`config.mk`:
```
export PLATFORM = sky130hd
export DESIGN_NAME = rbst_recip
export DESIGN_NICKNAME = d
export VERILOG_FILES = /design/src/hw/rtl/rbst_pkg.sv /design/src/hw/rtl/rbst_recip.sv
export SDC_FILE = /design/constraint.sdc
export NUM_CORES = 1
export LEC_CHECK = 0
export ABC_AREA = 0
export BUFFER_PORTS_ARGS = -buffer_cell sky130_fd_sc_hd__buf_2
export CORE_MARGIN = 5
export CORE_UTILIZATION = 50
export CTS_BUF_LIST = sky130_fd_sc_hd__clkbuf_8
export CTS_CLUSTER_DIAMETER = 40
export DETAILED_ROUTE_END_ITERATION = 16
export HOLD_SLACK_MARGIN = 0.02
export PLACE_DENSITY = 0.7
export SYNTH_ARGS = -nofsm -noshare
export SYNTH_HDL_FRONTEND = slang
export SYNTH_SLANG_ARGS = --single-unit
```
`constraint.sdc`:
```
create_clock -name clk_i -period 6.15 [get_ports clk_i]
set_clock_uncertainty 0.1 [all_clocks]
set_input_delay 0.615 -clock clk_i [delete_from_list [all_inputs] [get_ports clk_i]]
set_output_delay 0.615 -clock clk_i [all_outputs]
set_load 0.01 [all_outputs]
```
`src/hw/rtl/rbst_pkg.sv`:
```
// Shared constants and code types for the ray against box slab test.
`timescale 1ns / 1ps

package rbst_pkg;

  // Default number format: signed Q16.16
  localparam int unsigned FracBits    = 16;
  localparam int unsigned CoordWidth  = 32;

  localparam int unsigned NumAxes     = 3;
  localparam int unsigned CfgIdxWidth = 3;

  // Configuration register indexes
  typedef enum logic [CfgIdxWidth-1:0] {
    CFG_ORIGIN_X = 3'd0,
    CFG_ORIGIN_Y = 3'd1,
    CFG_ORIGIN_Z = 3'd2,
    CFG_DIR_X    = 3'd3,
    CFG_DIR_Y    = 3'd4,
    CFG_DIR_Z    = 3'd5,
    CFG_T_NEAR   = 3'd6,
    CFG_T_FAR    = 3'd7
  } cfg_reg_e;

  // Axis selector, also the index into per-axis register arrays
  typedef enum logic [1:0] {
    AXIS_X = 2'd0,
    AXIS_Y = 2'd1,
    AXIS_Z = 2'd2
  } axis_e;

endpackage

```
`src/hw/rtl/rbst_recip.sv`:
```
// Ray configuration registers and the shared bit-serial reciprocal divider.
`timescale 1ns / 1ps

module rbst_recip #(
  parameter int unsigned FracBits   = rbst_pkg::FracBits,
  parameter int unsigned CoordWidth = rbst_pkg::CoordWidth
) (
  input  logic                                clk_i,
  input  logic                                rst_ni,
  input  logic                                cfg_we_i,
  input  logic [rbst_pkg::CfgIdxWidth-1:0]    cfg_idx_i,
  input  logic [CoordWidth-1:0]               cfg_data_i,
  output logic signed [CoordWidth-1:0]        org_o [rbst_pkg::NumAxes],
  output logic signed [CoordWidth-1:0]        inv_o [rbst_pkg::NumAxes],
  output logic signed [CoordWidth-1:0]        t_near_o,
  output logic signed [CoordWidth-1:0]        t_far_o,
  output logic                                busy_o
);

  localparam int unsigned QW   = 2 * FracBits + 1;
  localparam int unsigned CntW = $clog2(QW);
  localparam int unsigned SW   = ((QW > CoordWidth) ? QW : CoordWidth) + 1;
  localparam int unsigned NA   = rbst_pkg::NumAxes;

  localparam logic [CntW-1:0]              LastStep = CntW'(2 * FracBits);
  localparam logic signed [CoordWidth-1:0] MaxV     = {1'b0, {(CoordWidth-1){1'b1}}};
  localparam logic signed [CoordWidth-1:0] MinV     = {1'b1, {(CoordWidth-1){1'b0}}};
  localparam logic signed [CoordWidth-1:0] DirRst   = CoordWidth'(1) << FracBits;
  localparam logic signed [CoordWidth-1:0] InvRst   =
      (FracBits >= CoordWidth - 1) ? MaxV : DirRst;
  localparam logic [SW-1:0]                LimNeg   = SW'(1) << (CoordWidth - 1);

  logic signed [CoordWidth-1:0] org_q [NA];
  logic signed [CoordWidth-1:0] dir_q [NA];
  logic signed [CoordWidth-1:0] inv_q [NA];
  logic signed [CoordWidth-1:0] near_q, far_q;

  logic [NA-1:0]         pend_q, pend_d;
  logic                  busy_q, busy_d;
  rbst_pkg::axis_e       axis_q, axis_d;
  logic [CntW-1:0]       cnt_q, cnt_d;
  logic [CoordWidth-1:0] rem_q, rem_d;
  logic [QW-1:0]         quo_q, quo_d;
  logic [CoordWidth-1:0] dvs_q, dvs_d;
  logic                  neg_q, neg_d;

  rbst_pkg::cfg_reg_e           cfg_reg;
  logic                         cfg_dir;
  rbst_pkg::axis_e              cfg_axis;
  rbst_pkg::axis_e              pick;
  logic signed [CoordWidth-1:0] dir_sel;
  logic [CoordWidth:0]          r_sh, r_sub;
  logic                         ge;
  logic [QW-1:0]                quo_nx;
  logic [SW-1:0]                q_ext;
  logic signed [CoordWidth-1:0] sat_val;
  logic                         inv_wr, zero_wr;

  assign cfg_reg = rbst_pkg::cfg_reg_e'(cfg_idx_i);

  // Decode direction writes to their axis
  always_comb begin
    cfg_dir  = 1'b0;
    cfg_axis = rbst_pkg::AXIS_X;
    case (cfg_reg)
      rbst_pkg::CFG_DIR_X: begin
        cfg_dir  = 1'b1;
        cfg_axis = rbst_pkg::AXIS_X;
      end
      rbst_pkg::CFG_DIR_Y: begin
        cfg_dir  = 1'b1;
        cfg_axis = rbst_pkg::AXIS_Y;
      end
      rbst_pkg::CFG_DIR_Z: begin
        cfg_dir  = 1'b1;
        cfg_axis = rbst_pkg::AXIS_Z;
      end
      default: begin
        cfg_dir  = 1'b0;
        cfg_axis = rbst_pkg::AXIS_X;
      end
    endcase
  end

  // Pick the lowest pending axis
  always_comb begin
    if (pend_q[rbst_pkg::AXIS_X]) begin
      pick = rbst_pkg::AXIS_X;
    end else if (pend_q[rbst_pkg::AXIS_Y]) begin
      pick = rbst_pkg::AXIS_Y;
    end else begin
      pick = rbst_pkg::AXIS_Z;
    end
  end

  assign dir_sel = dir_q[pick];

  // One restoring step: 2^(2*FracBits) has a single set bit, fed on the first step
  assign r_sh   = {rem_q, (cnt_q == LastStep)};
  assign r_sub  = r_sh - {1'b0, dvs_q};
  assign ge     = (r_sh >= {1'b0, dvs_q});
  assign quo_nx = {quo_q[QW-2:0], ge};

  // Saturate the finished quotient to the signed coordinate range
  assign q_ext = SW'(quo_nx);
  always_comb begin
    if (neg_q) begin
      sat_val = (q_ext > LimNeg) ? MinV : (~q_ext[CoordWidth-1:0]) + 1'b1;
    end else begin
      sat_val = (q_ext >= LimNeg) ? MaxV : q_ext[CoordWidth-1:0];
    end
  end

  // Sequence the divider and track pending direction updates
  always_comb begin
    pend_d  = pend_q;
    busy_d  = busy_q;
    axis_d  = axis_q;
    cnt_d   = cnt_q;
    rem_d   = rem_q;
    quo_d   = quo_q;
    dvs_d   = dvs_q;
    neg_d   = neg_q;
    inv_wr  = 1'b0;
    zero_wr = 1'b0;

    if (busy_q) begin
      rem_d = ge ? r_sub[CoordWidth-1:0] : r_sh[CoordWidth-1:0];
      quo_d = quo_nx;
      cnt_d = cnt_q - 1'b1;
      if (cnt_q == '0) begin
        busy_d = 1'b0;
        inv_wr = 1'b1;
      end
    end else if (|pend_q) begin
      busy_d       = 1'b1;
      axis_d       = pick;
      pend_d[pick] = 1'b0;
      cnt_d        = LastStep;
      rem_d        = '0;
      quo_d        = '0;
      dvs_d        = dir_sel[CoordWidth-1] ? (~dir_sel) + 1'b1 : dir_sel;
      neg_d        = dir_sel[CoordWidth-1];
    end

    // A new direction drops any division running on that axis
    if (cfg_we_i && cfg_dir) begin
      if (busy_d && (axis_d == cfg_axis)) begin
        busy_d = 1'b0;
      end
      if (cfg_data_i == '0) begin
        pend_d[cfg_axis] = 1'b0;
        zero_wr          = 1'b1;
      end else begin
        pend_d[cfg_axis] = 1'b1;
      end
    end
  end

  // Control state of the divider
  always_ff @(posedge clk_i or negedge rst_ni) begin
    if (!rst_ni) begin
      pend_q <= '0;
      busy_q <= 1'b0;
      axis_q <= rbst_pkg::AXIS_X;
      cnt_q  <= '0;
    end else begin
      pend_q <= pend_d;
      busy_q <= busy_d;
      axis_q <= axis_d;
      cnt_q  <= cnt_d;
    end
  end

  // Divider datapath
  always_ff @(posedge clk_i) begin
    rem_q <= rem_d;
    quo_q <= quo_d;
    dvs_q <= dvs_d;
    neg_q <= neg_d;
  end

  // Ray registers and reciprocals; a zero direction writes the largest reciprocal
  always_ff @(posedge clk_i or negedge rst_ni) begin
    if (!rst_ni) begin
      for (int i = 0; i < NA; i++) begin
        org_q[i] <= '0;
        dir_q[i] <= DirRst;
        inv_q[i] <= InvRst;
      end
      near_q <= '0;
      far_q  <= MaxV;
    end else begin
      for (int i = 0; i < NA; i++) begin
        if (zero_wr && (int'(cfg_axis) == i)) begin
          inv_q[i] <= MaxV;
        end else if (inv_wr && (int'(axis_q) == i)) begin
          inv_q[i] <= sat_val;
        end
      end
      if (cfg_we_i) begin
        case (cfg_reg)
          rbst_pkg::CFG_ORIGIN_X: org_q[rbst_pkg::AXIS_X] <= cfg_data_i;
          rbst_pkg::CFG_ORIGIN_Y: org_q[rbst_pkg::AXIS_Y] <= cfg_data_i;
          rbst_pkg::CFG_ORIGIN_Z: org_q[rbst_pkg::AXIS_Z] <= cfg_data_i;
          rbst_pkg::CFG_DIR_X:    dir_q[rbst_pkg::AXIS_X] <= cfg_data_i;
          rbst_pkg::CFG_DIR_Y:    dir_q[rbst_pkg::AXIS_Y] <= cfg_data_i;
          rbst_pkg::CFG_DIR_Z:    dir_q[rbst_pkg::AXIS_Z] <= cfg_data_i;
          rbst_pkg::CFG_T_NEAR:   near_q <= cfg_data_i;
          rbst_pkg::CFG_T_FAR:    far_q  <= cfg_data_i;
          default: ;
        endcase
      end
    end
  end

  assign org_o    = org_q;
  assign inv_o    = inv_q;
  assign t_near_o = near_q;
  assign t_far_o  = far_q;
  assign busy_o   = busy_q || (|pend_q);

endmodule

```
==> results of run 1 <==
cells in the mapped netlist (all sizes together) (12+ instances only):
| master | instances |
|---|---|
| a211oi | 13 |
| a21o | 14 |
| a21oi | 86 |
| a31oi | 12 |
| a32oi | 15 |
| and2 | 36 |
| and3 | 15 |
| buf | 25 |
| clkbuf | 77 |
| dfrtp | 327 |
| dfstp | 37 |
| edfxtp | 97 |
| ha | 36 |
| inv | 53 |
| mux2 | 261 |
| mux2i | 40 |
| nand2 | 172 |
| nand3 | 25 |
| nand4 | 17 |
| nor2 | 120 |
| nor2b | 12 |
| nor3 | 44 |
| nor4 | 17 |
| o211ai | 66 |
| o21ai | 54 |
| xnor2 | 37 |
| xor2 | 16 |
what timing repair did:
action                                 in CTS  in global routing
hold buffers                                1                  0
setup endpoints to repair                   0                 72
gates resized for setup                     0                  1
endpoints found under the hold margin      90                  0
layer usage:
layer | global-route usage (%) | up-vias
li1 | - | 7338
met2 | 36.9 | 561
met4 | 8.16 | 0
met5 | 0 | -
met3 | 5.80 | 124
met1 | 32.3 | 8028
layout make-up:
cell class | instances | area, um2
fill | 3545 | 17500
sequential | 461 | 12100
multi-input combinational | 1228 | 8980
timing repair buffer | 322 | 1710
clock buffer | 99 | 1360
tap | 585 | 732
clock inverter | 55 | 420
inverter | 57 | 214
state kept, by name (all words and copies together) (netlist names):
| register | count |
|---|---|
| inv_o | 96 |
| busy_q | 1 |
| axis_q | 2 |
| quo_q | 32 |
| t_far_o | 32 |
| org_o | 96 |
| rem_q | 32 |
| pend_q | 3 |
| t_near_o | 32 |
| cnt_q | 6 |
| neg_q | 1 |
| dir_q | 96 |
| dvs_q | 32 |
placed cells by master, fill, tap and decap left out, types with 26 or more instances in the layout:
cell type	Yosys	final
mux2_2	261	261
xnor2_1	37	37
and2_1	36	36
nor3_1	41	39
o211ai_1	66	66
a21oi_1	86	86
inv_1	52	72
nand2_1	172	172
dfstp_2	37	37
buf_2	16	293
mux2i_1	40	40
edfxtp_1	97	97
ha_1	36	36
dfrtp_1	327	325
clkbuf_8	0	99
buf_4	1	26
o21ai_0	50	50
nor2_1	119	118
worst max-delay path: stages, from the launching register on:
cell       delay [ns]
dfrtp_1          0.39
inv_1            0.07
ha_1             0.19
nor4b_1          0.15
nand2_1          0.11
ha_1             0.20
nor2b_1          0.07
o2111ai_1        0.23
a21oi_1          0.15
o21ai_1          0.27
a211oi_2         0.19
or2_2            0.32
inv_2            0.06
ha_1             0.18
nor2b_1          0.23
nand4_1          0.20
o41ai_2          0.38
nor2b_2          0.63
nand2_1          0.40
buf_4            0.32
a211oi_1         0.24
a211o_1          0.19
nor2_1           0.06
o21ai_0          0.19
how the worst max path moves through the flow:
stage          cells past startpoint         to  startpoint  slack, ns
3_3_place_gp                      23  inv_o[48]    cnt_q[0]       0.50
4_1_cts                           23  inv_o[16]    cnt_q[0]       0.26
3_5_place_dp                      21  inv_o[23]    cnt_q[0]       0.31
2_1_floorplan                     24  inv_o[41]    cnt_q[0]       1.46
5_1_grt                           22  inv_o[41]    cnt_q[0]       0.08
6_report                          23  inv_o[48]    cnt_q[0]       0.54
kinds of logic (layout without fill, tap and decap cells):
family | after synthesis | after routing | share of synthesized area [%]
AOI/OAI and AO/OA | 333 | 333 | 10.4
xor gates and xnor gates | 53 | 53 | 2.15
adders and majority gates | 37 | 37 | 2.17
buffers and inverters | 159 | 533 | 2.87
DFF | 461 | 461 | 55.8
muxes | 301 | 301 | 15.4
and+or+nand+nor | 504 | 504 | 11.2
power breakdown:
part           switching [uW]  leakage (uW)  internal (uW)
clock                    1320      0.000992           1700
sequential                650       0.00513           4270
combinational            2810       0.00503           1970
total                    4780        0.0112           7940
through the flow:
stage / hold slack (ns) / worst slack, ns
floorplan: 0.219 / 1.46
global placement: 0.374 / 0.502
detailed placement: 0.386 / 0.313
CTS: 0.162 / 0.263
global route: 0.192 / 0.0846
finish: 0.208 / 0.537
==> results by group, run 1 <==
Layout
  – Layout cells sized above 1: 35.1%
  – Design Area, Final: 25500 um2
  – Utilization after layout: 59.3%
  – Area Growth Syn to Fin: 17.8%
  – Final Non-Filler Cells: 2807
  – Ant. Diodes: 0
  – Fin nets: 2228

Logic synthesis
  – Syn nets: 1923
  – Cell taking the most area after synthesis: dfrtp_1
  – Synth Register Bits: 461
  – Seq/Total Area, Yosys: 55.8%
  – Synth top area cells: dfrtp_1 (38%), mux2_2 (14%), edfxtp_1 (13%), dfstp_2 (4.5%), nand2_1 (3.0%)
  – Synth warn: 0
  – Top FF cell, synth: dfrtp_1
  – Cell Area, Synth: 21600 um2
  – Avg Cell Area, Syn: 11.7 um2
  – Gate Count Post-Synth: 1848
  – FFs w/ async S/R, synth: 79.0%
  – Count of cell types in the netlist: 76
  – EDFF count, synth: 97
  – Synth top area share: 37.8%

Global route
  – Initial antenna violation count: 0
  – Gr ovfl total: 0
  – Tot GR Track Use: 23.5%
  – Global-route wire length before repair: 90900 um
  – Largest net degree at the start of global routing: 153
  – Vias in the first global route: 16.5k

Power and ir drop
  – Leak Pwr: 0.0112 uW
  – PwrDens: 499 nW/um2
  – Total Power: 12700 uW
  – Peak VDD IR: 0.000363 V

Critical path
  – R2R depth: 23
  – Critical Path RT: 6.63 ns
  – Reg2reg setup slack: 0.54 ns
  – R2R Path Start: cnt_q[0]
  – CP Data Arrival Time: 6.10 ns
  – Startpoint Class: flip-flop
  – CP Max Fanout: 16
  – Worst reg2reg endpoint: inv_o[48]
  – Critical path class: flip-flop to flip-flop
  – Crit. End Element: flip-flop

Routing
  – DR pass1 iterations: 7
  – Post-Route WL: 56300 um
  – Routed Antenna Nets: 0
  – Met2 Wirelength: 26400 um
  – Met3 WL post-DR: 3650 um
  – DRC violations left: 0
  – Vias: 16.1k
  – Met1 WL: 24500 um
  – Max layer used: met4
  – DR iter-0 viols: 1187
  – Vias per cell: 5.72
  – Routed wire length per instance: 20.1 um

STA
  – Setup TNS Final: 0 ns
  – Final setup fails: 0
  – Fin crit share: 91.3%
  – Max Slew Vio Count: 0
  – Slew HR: 22.6%
  – Tmin final: 5.61 ns
  – Fin. Hold Viols: 0
  – RSZ-0062 raised after global routing: false
  – Worst-Margin Slew: 1.16 ns
  – Fmax: 0.178 GHz

Clocking
  – Reg clk slew, reported paths: 0.06 ns
  – Skew-Pair Late Insertion Delay: 0.67 ns
  – Htree depth: 3
  – Max clock buf depth: 3
  – Total CTS buffers: 83
  – Root Driver: clkbuf_8
  – CTS tree: built
  – Sink Count: 461
  – Post-CTS setup buffer count: 0

Floorplan
  – Core Region: 43000 um2
  – Row Count: 76
  – Die Wd: 218 um
  – Initial Utilization: 50.3%
  – Die area: 47500 um2
  – I/O Pins: 295
  – Die H: 218 um

Hold path
  – Hold depth: 2
  – Hold Crit Class: primary input to flip-flop
  – HP Start: cfg_data_i[31]
  – Hold Path End: org_o[63]

Placement
  – DP Cell Count: 2652
  – Routability cong.: 0.898
  – Placed cell area: 23700 um2
  – Port Buffers: 294
  – Detailed Place HPWL: 38000 um

Run status
  – Outcome: finished clean

Run
  – Max-capacitance violation count: 0
Power figures use the tool's default switching activity.
==> inputs of run 2 (changes only) <==
--- a/config.mk
+++ b/config.mk
@@ -8,12 +8,12 @@
 export ABC_AREA = 0
 export BUFFER_PORTS_ARGS = -buffer_cell sky130_fd_sc_hd__buf_2
 export CORE_MARGIN = 5
-export CORE_UTILIZATION = 50
+export CORE_UTILIZATION = 25
 export CTS_BUF_LIST = sky130_fd_sc_hd__clkbuf_8
 export CTS_CLUSTER_DIAMETER = 40
 export DETAILED_ROUTE_END_ITERATION = 16
-export HOLD_SLACK_MARGIN = 0.02
-export PLACE_DENSITY = 0.7
+export HOLD_SLACK_MARGIN = 0.15
+export PLACE_DENSITY = 0.4
 export SYNTH_ARGS = -nofsm -noshare
 export SYNTH_HDL_FRONTEND = slang
 export SYNTH_SLANG_ARGS = --single-unit
==> run 2 against run 1 <==
Worst hold slack gained 0.020 ns; die area up 95%; sequential cell count unchanged; power grew 7.2%; wire length increased by 16%; sequential power about the same; largest cell class unchanged; non-clock buffer count is 12 higher; critical path depth stayed put; critical endpoint is now inv_o[41]; cell count rose by 22%; clock power is 27% higher; register-to-register slack better by 0.27 ns.
==> results by group, run 2 (same netlist as run 1, synthesis figures left out) <==
STA
  – Fin. Hold Viols: 0 (unchanged)
  – Max Slew Vio Count: 0 (unchanged)
  – Fmax: 0.187 GHz (was 0.178 GHz)
  – Worst-Margin Slew: 1.15 ns (was 1.16 ns)
  – Fin crit share: 86.9% (was 91.3%)
  – Setup TNS Final: 0 ns (unchanged)
  – Tmin final: 5.35 ns (was 5.61 ns)
  – RSZ-0062 raised after global routing: false (unchanged)
  – Final setup fails: 0 (unchanged)
  – Slew HR: 22.7% (was 22.6%)

Placement
  – Port Buffers: 294 (unchanged)
  – Routability cong.: 0.816 (was 0.898)
  – Detailed Place HPWL: 44200 um (was 38000 um)

Critical path
  – Reg2reg setup slack: 0.80 ns (was 0.54 ns)
  – Worst setup path end: inv_o[41] (was inv_o[48])
  – Worst path cell trace: inv_1, ha_1, nor4b_1, nand2_1, ha_1, nor2b_1, o2111ai_1, a21oi_1, o21ai_1, a211oi_2, buf_4, or2_2, inv_2, ha_1, nor2b_1, nand4_1, o41ai_2, nand2b_1, or4_1, o32a_1, o311ai_2, nor2_1, o21ai_1 (was inv_1, ha_1, nor4b_1, nand2_1, ha_1, nor2b_1, o2111ai_1, a21oi_1, o21ai_1, a211oi_2, or2_2, inv_2, ha_1, nor2b_1, nand4_1, o41ai_2, nor2b_2, nand2_1, buf_4, a211oi_1, a211o_1, nor2_1, o21ai_0)
  – Startpoint Class: flip-flop (unchanged)
  – WP buf/inv: 3 (unchanged)
  – Worst reg2reg endpoint: inv_o[41] (was inv_o[48])
  – CP peak stage delay: 0.60 ns (was 0.63 ns)
  – Critical Path RT: 6.67 ns (was 6.63 ns)
  – Worst Setup SP: cnt_q[0] (unchanged)
  – Most frequent CP cell: ha_1 (unchanged)
  – CP Data Arrival Time: 5.87 ns (was 6.10 ns)
  – R2R depth: 23 (unchanged)
  – Critical path class: flip-flop to flip-flop (unchanged)
  – R2R Path Start: cnt_q[0] (unchanged)
  – CP top delay family: simple AND/OR/NAND/NOR gates (unchanged)
  – Crit. End Element: flip-flop (unchanged)
  – CP Max Fanout: 14 (was 16)
  – Critical path depth in cells: 23 (unchanged)
  – Worst path slowest cell: or4_1 (was nor2b_2)

Floorplan
  – Row Count: 107 (was 76)
  – Die H: 304 um (was 218 um)
  – Die area: 92500 um2 (was 47500 um2)
  – Core Region: 85500 um2 (was 43000 um2)
  – I/O Pins: 295 (unchanged)
  – Initial Utilization: 25.3% (was 50.3%)
  – Die Wd: 304 um (was 218 um)

Global route
  – Gr ovfl total: 0 (unchanged)
  – Vias in the first global route: 17.1k (was 16.5k)
  – Tot GR Track Use: 13.8% (was 23.5%)
  – Initial antenna violation count: 2 (was 0)
  – Global-route wire length before repair: 103000 um (was 90900 um)
  – Largest net degree at the start of global routing: 177 (was 153)

Layout
  – Layout cells sized above 1: 36.1% (was 35.1%)
  – Area Growth Syn to Fin: 24.3% (was 17.8%)
  – Fin nets: 2257 (was 2228)
  – Most frequent cells in the layout: dfrtp_1 (325), buf_2 (293), mux2_2 (261) (unchanged)
  – Commonest non-fill, non-tap cell in the layout: dfrtp_1 (unchanged)

Power and ir drop
  – Leak Pwr: 0.0115 uW (was 0.0112 uW)
  – Total Power: 13600 uW (was 12700 uW)
  – Part of the power in the clock network: 28.2% (was 23.7%)
  – Peak VDD IR: 0.000201 V (was 0.000363 V)
  – Seq pwr share: 36.0% (was 38.7%)
  – Net Sw Power: 5060 uW (was 4780 uW)
  – Internal: 8580 uW (was 7940 uW)
  – Logic gate share of total power: 35.8% (was 37.6%)
  – PwrDens: 507 nW/um2 (was 499 nW/um2)
  – Sw Ratio: 37.1% (was 37.6%)

Routing
  – Vias per cell: 4.66 (was 5.72)
  – DRC violations left: 0 (unchanged)
  – Routed wire length per instance: 19.2 um (was 20.1 um)
  – DR iter-0 viols: 725 (was 1187)
  – DR pass1 iterations: 5 (was 7)
  – Post-Route WL: 65600 um (was 56300 um)
  – Routed Antenna Nets: 0 (unchanged)
  – Vias: 15.9k (was 16.1k)

Clocking
  – Skew-Pair Late Insertion Delay: 0.70 ns (was 0.67 ns)
  – Max clock buf depth: 3 (unchanged)
  – Total CTS buffers: 100 (was 83)
  – Htree depth: 3 (unchanged)
  – CTS tree: built (unchanged)
  – Sink Count: 461 (unchanged)
  – Root Driver: clkbuf_8 (unchanged)
  – Reg clk slew, reported paths: 0.06 ns (about the same)
  – Post_cts resized: 0 (unchanged)
  – Post-CTS setup buffer count: 0 (unchanged)

Hold path
  – Hold Crit Class: primary input to flip-flop (unchanged)

Run status
  – Outcome: finished clean (unchanged)

Run
  – Max-capacitance violation count: 0 (unchanged)
run 2: changes by cell type in the layout (fill, tap and decap cells not counted), moves of 2 or more:
cell / previous run / this run
buf_4: 26 / 28
inv_4: 0 / 3
diode_2: 0 / 2
inv_8: 0 / 2
bufinv_16: 5 / 10
inv_1: 72 / 69
inv_12: 1 / 3
dlygate4sd3_1: 1 / 11
inv_6: 3 / 0
clkbuf_8: 99 / 128
run 2: area by class of cell:
class                   count  area (um2)
inverters                  57         214
repair buffers            334        1820
multi-input cells        1228        8980
clock buffers             128        1760
well taps                1144        1430
flip-flops and latches    461       12100
diodes                      2        5.00
clock inverters            60         607
fillers                  8790       58700
run 2: routing by layer:
metal  global-route usage [%]  up-vias  share of wire (%)
met5                        0        -                  0
met4                     4.28        0                2.4
met3                     3.62      106                5.9
met2                     22.9      428                 47
met1                     17.8     7970                 45
li1                         -     7412                  -
run 2: worst min path at each step:
stage	startpoint	endpoint	slack, ns	depth (start not counted)
2_1_floorplan	rst_ni	axis_q[0]	0.22	0
3_3_place_gp	cnt_q[4]	cnt_q[4]	0.38	1
3_5_place_dp	t_near_o[0]	t_near_o[0]	0.39	1
4_1_cts	cfg_data_i[24]	org_o[88]	0.15	2
5_1_grt	cfg_data_i[25]	org_o[25]	0.19	2
6_report	cfg_data_i[11]	t_far_o[11]	0.23	2
run 2: stage by stage:
step	worst slack, ns	instances	area [um2]	utilization (%)	hold slack (ns)
5_1_grt	0.305	3413	26900	31.4	0.188
6_report	0.804	3414	26900	31.4	0.228
2_1_floorplan	1.46	1848	21600	-	0.219
4_1_cts	0.798	3412	26900	31.4	0.151
3_3_place_gp	0.853	3213	24400	28.5	0.381
3_5_place_dp	0.830	3213	24400	28.5	0.387
run 2: what timing repair did:
action,in CTS,in global routing
hold buffers,11,0
endpoints found under the hold margin,155,0
setup endpoints to repair,0,0
run 2: power by group through the flow:
stage          sequential [uW]  clock [uW]  combinational [uW]
3_5_place_dp              4960           0                4950
3_3_place_gp              4940           0                4910
5_1_grt                   5030        4140                5470
6_report                  4910        3850                4880
2_1_floorplan             4960           0                3160
4_1_cts                   4920        3990                4980
==> inputs of run 3 (changes only) <==
--- a/config.mk
+++ b/config.mk
@@ -6,14 +6,14 @@
 export NUM_CORES = 1
 export LEC_CHECK = 0
 export ABC_AREA = 0
-export BUFFER_PORTS_ARGS = -buffer_cell sky130_fd_sc_hd__buf_2
 export CORE_MARGIN = 5
-export CORE_UTILIZATION = 25
+export CORE_UTILIZATION = 40
 export CTS_BUF_LIST = sky130_fd_sc_hd__clkbuf_8
 export CTS_CLUSTER_DIAMETER = 40
 export DETAILED_ROUTE_END_ITERATION = 16
+export DONT_BUFFER_PORTS = 1
 export HOLD_SLACK_MARGIN = 0.15
-export PLACE_DENSITY = 0.4
+export PLACE_DENSITY = 0.53
 export SYNTH_ARGS = -nofsm -noshare
 export SYNTH_HDL_FRONTEND = slang
 export SYNTH_SLANG_ARGS = --single-unit
==> run 3 against run 2 <==
The run now ends with negative hold slack left; highest routed layer unchanged; worst hold slack worse by 0.69 ns; critical endpoint is now inv_o[16]; utilization up 15 points; register-to-register slack worse by 0.05 ns; clock power down 11%; critical path depth down 1; power down 7.0%; wire length down 9.9%; via count down 6.6%; combinational power down 18%; maximum frequency down 0.89%; first-iteration DRC count up 11%; global-route usage up 5.9 points.
==> results by group, run 3 (same netlist as run 1, synthesis figures left out) <==
Run status
  – Outcome: finished, violations left (was finished clean)
  – Failing checks: negative hold slack

Critical path
  – Critical path class: flip-flop to flip-flop (unchanged)
  – R2R Path Start: cnt_q[0] (unchanged)
  – Critical Path RT: 6.64 ns (was 6.67 ns)
  – CP Data Arrival Time: 5.89 ns (was 5.87 ns)
  – Startpoint Class: flip-flop (unchanged)
  – R2R depth: 22 (was 23)
  – Crit. End Element: flip-flop (unchanged)
  – Reg2reg setup slack: 0.76 ns (was 0.80 ns)
  – CP Max Fanout: 6 (was 14)
  – Worst reg2reg endpoint: inv_o[16] (was inv_o[41])

Routing
  – DRC violations left: 0 (unchanged)
  – DR pass1 iterations: 5 (unchanged)
  – Routed wire length per instance: 22.2 um (was 19.2 um)
  – DR iter-0 viols: 803 (was 725)
  – Vias: 14.9k (was 15.9k)
  – Routed Antenna Nets: 0 (unchanged)
  – Post-Route WL: 59100 um (was 65600 um)
  – Vias per cell: 5.57 (was 4.66)

Clocking
  – Reg clk slew, reported paths: 0.07 ns (was 0.06 ns)
  – Post-CTS setup buffer count: 0 (unchanged)
  – Skew-Pair Late Insertion Delay: 0.68 ns (was 0.70 ns)
  – Cts hold-fix bufs: 33 (was 11)
  – CTS tree: built (unchanged)
  – Total CTS buffers: 91 (was 100)
  – Htree depth: 3 (unchanged)
  – Post_cts resized: 0 (unchanged)
  – Max clock buf depth: 3 (unchanged)
  – Root Driver: clkbuf_8 (unchanged)
  – Sink Count: 461 (unchanged)

Power and ir drop
  – PwrDens: 514 nW/um2 (was 507 nW/um2)
  – Leak Pwr: 0.0103 uW (was 0.0115 uW)
  – Peak VDD IR: 0.000223 V (was 0.000201 V)

Floorplan
  – Die Wd: 243 um (was 304 um)
  – Core Region: 53700 um2 (was 85500 um2)
  – Row Count: 85 (was 107)
  – Initial Utilization: 40.3% (was 25.3%)
  – Die area: 58800 um2 (was 92500 um2)
  – I/O Pins: 295 (unchanged)
  – Die H: 243 um (was 304 um)

Layout
  – Ant. Diodes: 0 (was 2)
  – Most frequent cells in the layout: dfrtp_1 (325), mux2_2 (261), nand2_1 (172) (was dfrtp_1 (325), buf_2 (293), mux2_2 (261))
  – Layout cells sized above 1: 24.9% (was 36.1%)
  – Fin nets: 1972 (was 2257)
  – Fill count: 4968 (was 8790)
  – Area Growth Syn to Fin: 14.2% (was 24.3%)
  – Final Non-Filler Cells: 2667 (was 3414)
  – Commonest non-fill, non-tap cell in the layout: dfrtp_1 (unchanged)

Hold path
  – Hold Crit Class: primary input to async pin (was primary input to flip-flop)

Global route
  – Initial antenna violation count: 0 (was 2)
  – Largest net degree at the start of global routing: 365 (was 177)
  – Gr ovfl total: 0 (unchanged)
  – Global-route wire length before repair: 93300 um (was 103000 um)
  – Tot GR Track Use: 19.7% (was 13.8%)
  – Vias in the first global route: 15.2k (was 17.1k)

Placement
  – Port Buffers: 0 (was 294)
  – DP Cell Count: 2467 (was 3213)
  – Detailed Place HPWL: 38300 um (was 44200 um)
  – Routability cong.: 0.875 (was 0.816)

STA
  – Setup TNS Final: 0 ns (unchanged)
  – Fin. Hold Viols: 347 (was 0)
  – Hold WS: -0.458 ns (was 0.228 ns)
  – Fin crit share: 87.7% (was 86.9%)
  – Worst-Margin Slew: 1.10 ns (was 1.15 ns)
  – Final setup fails: 0 (unchanged)
  – RSZ-0062 raised after global routing: false (unchanged)
  – Tmin final: 5.39 ns (was 5.35 ns)
  – Max Slew Vio Count: 0 (unchanged)
  – Fmax: 0.185 GHz (was 0.187 GHz)
  – Slew HR: 26.1% (was 22.7%)

Run
  – Max-capacitance violation count: 0 (unchanged)
run 3: changes by cell type in the layout (fill, tap and decap cells not counted), sizes merged:
cell         before  now
buf             323   25
dlygate4sd3      11   33
clkbuf          128  109
clkinv           24   14
inv              80   86
clkinvlp          3    5
diode             2    0
run 3: worst max path at each step:
stage               slack [ns]      from   endpoint
floorplan                 1.46  cnt_q[0]  inv_o[41]
finish                    0.76  cnt_q[0]  inv_o[16]
CTS                       0.86  cnt_q[0]  inv_o[16]
global route              0.30  cnt_q[0]  inv_o[16]
global placement          0.95  cnt_q[0]  inv_o[48]
detailed placement        0.92  cnt_q[0]  inv_o[16]
run 3: worst max-delay path: stages (launching register included):
cell and delay [ns]:
dfrtp_1 0.38, inv_1 0.07, ha_1 0.19, nor4b_1 0.15, nand2_1 0.09, ha_1 0.19, nor2b_1 0.07, o2111ai_1 0.22
a21oi_1 0.15, o21ai_1 0.29, a211oi_2 0.20, or2_2 0.33, inv_2 0.06, ha_1 0.17, nor2b_1 0.24, nand4_1 0.20
or2_0 0.38, nor4_1 0.70, nand2_1 0.19, o31ai_1 0.38, a211o_1 0.28, nor2_1 0.06, o21ai_0 0.19
run 3: layer usage:
metal	GRT usage, %	vias to the layer above	routed length, um
met3	5.53	105	4020
met2	31.6	394	28000
met5	0.163	-	0
met1	25.9	7521	25400
li1	-	6846	-
met4	6.88	0	1680
run 3: per-stage QoR:
stage	area [um2]	hold slack, ns	utilization, %	setup WS, ns	power (uW)
after floorplan	21600	0.219	-	1.46	8120
after global placement	22300	0.229	41.6	0.949	9210
after detailed placement	22300	0.233	41.6	0.920	9290
after CTS	24700	-0.520	46.0	0.861	12800
after global routing	24700	-0.508	46.0	0.297	13500
final	24700	-0.458	46.0	0.755	12700
run 3: layout make-up:
cell class | instances | area (um2) | share of cell area [%]
multi-input combinational | 1228 | 8980 | 36.3
clock buffer | 109 | 1500 | 6.07
tap | 696 | 871 | 3.52
timing repair buffer | 58 | 518 | 2.10
sequential | 461 | 12100 | 48.9
inverter | 57 | 214 | 0.866
clock inverter | 58 | 554 | 2.24
run 3: report_power, final:
group	leakage, uW	switching, uW	total (uW)	internal [uW]
sequential	0.00513	1010	5290	4280
clock	0.00114	1380	3420	2040
combinational	0.00406	2310	3990	1680
total	0.0103	4690	12700	8000
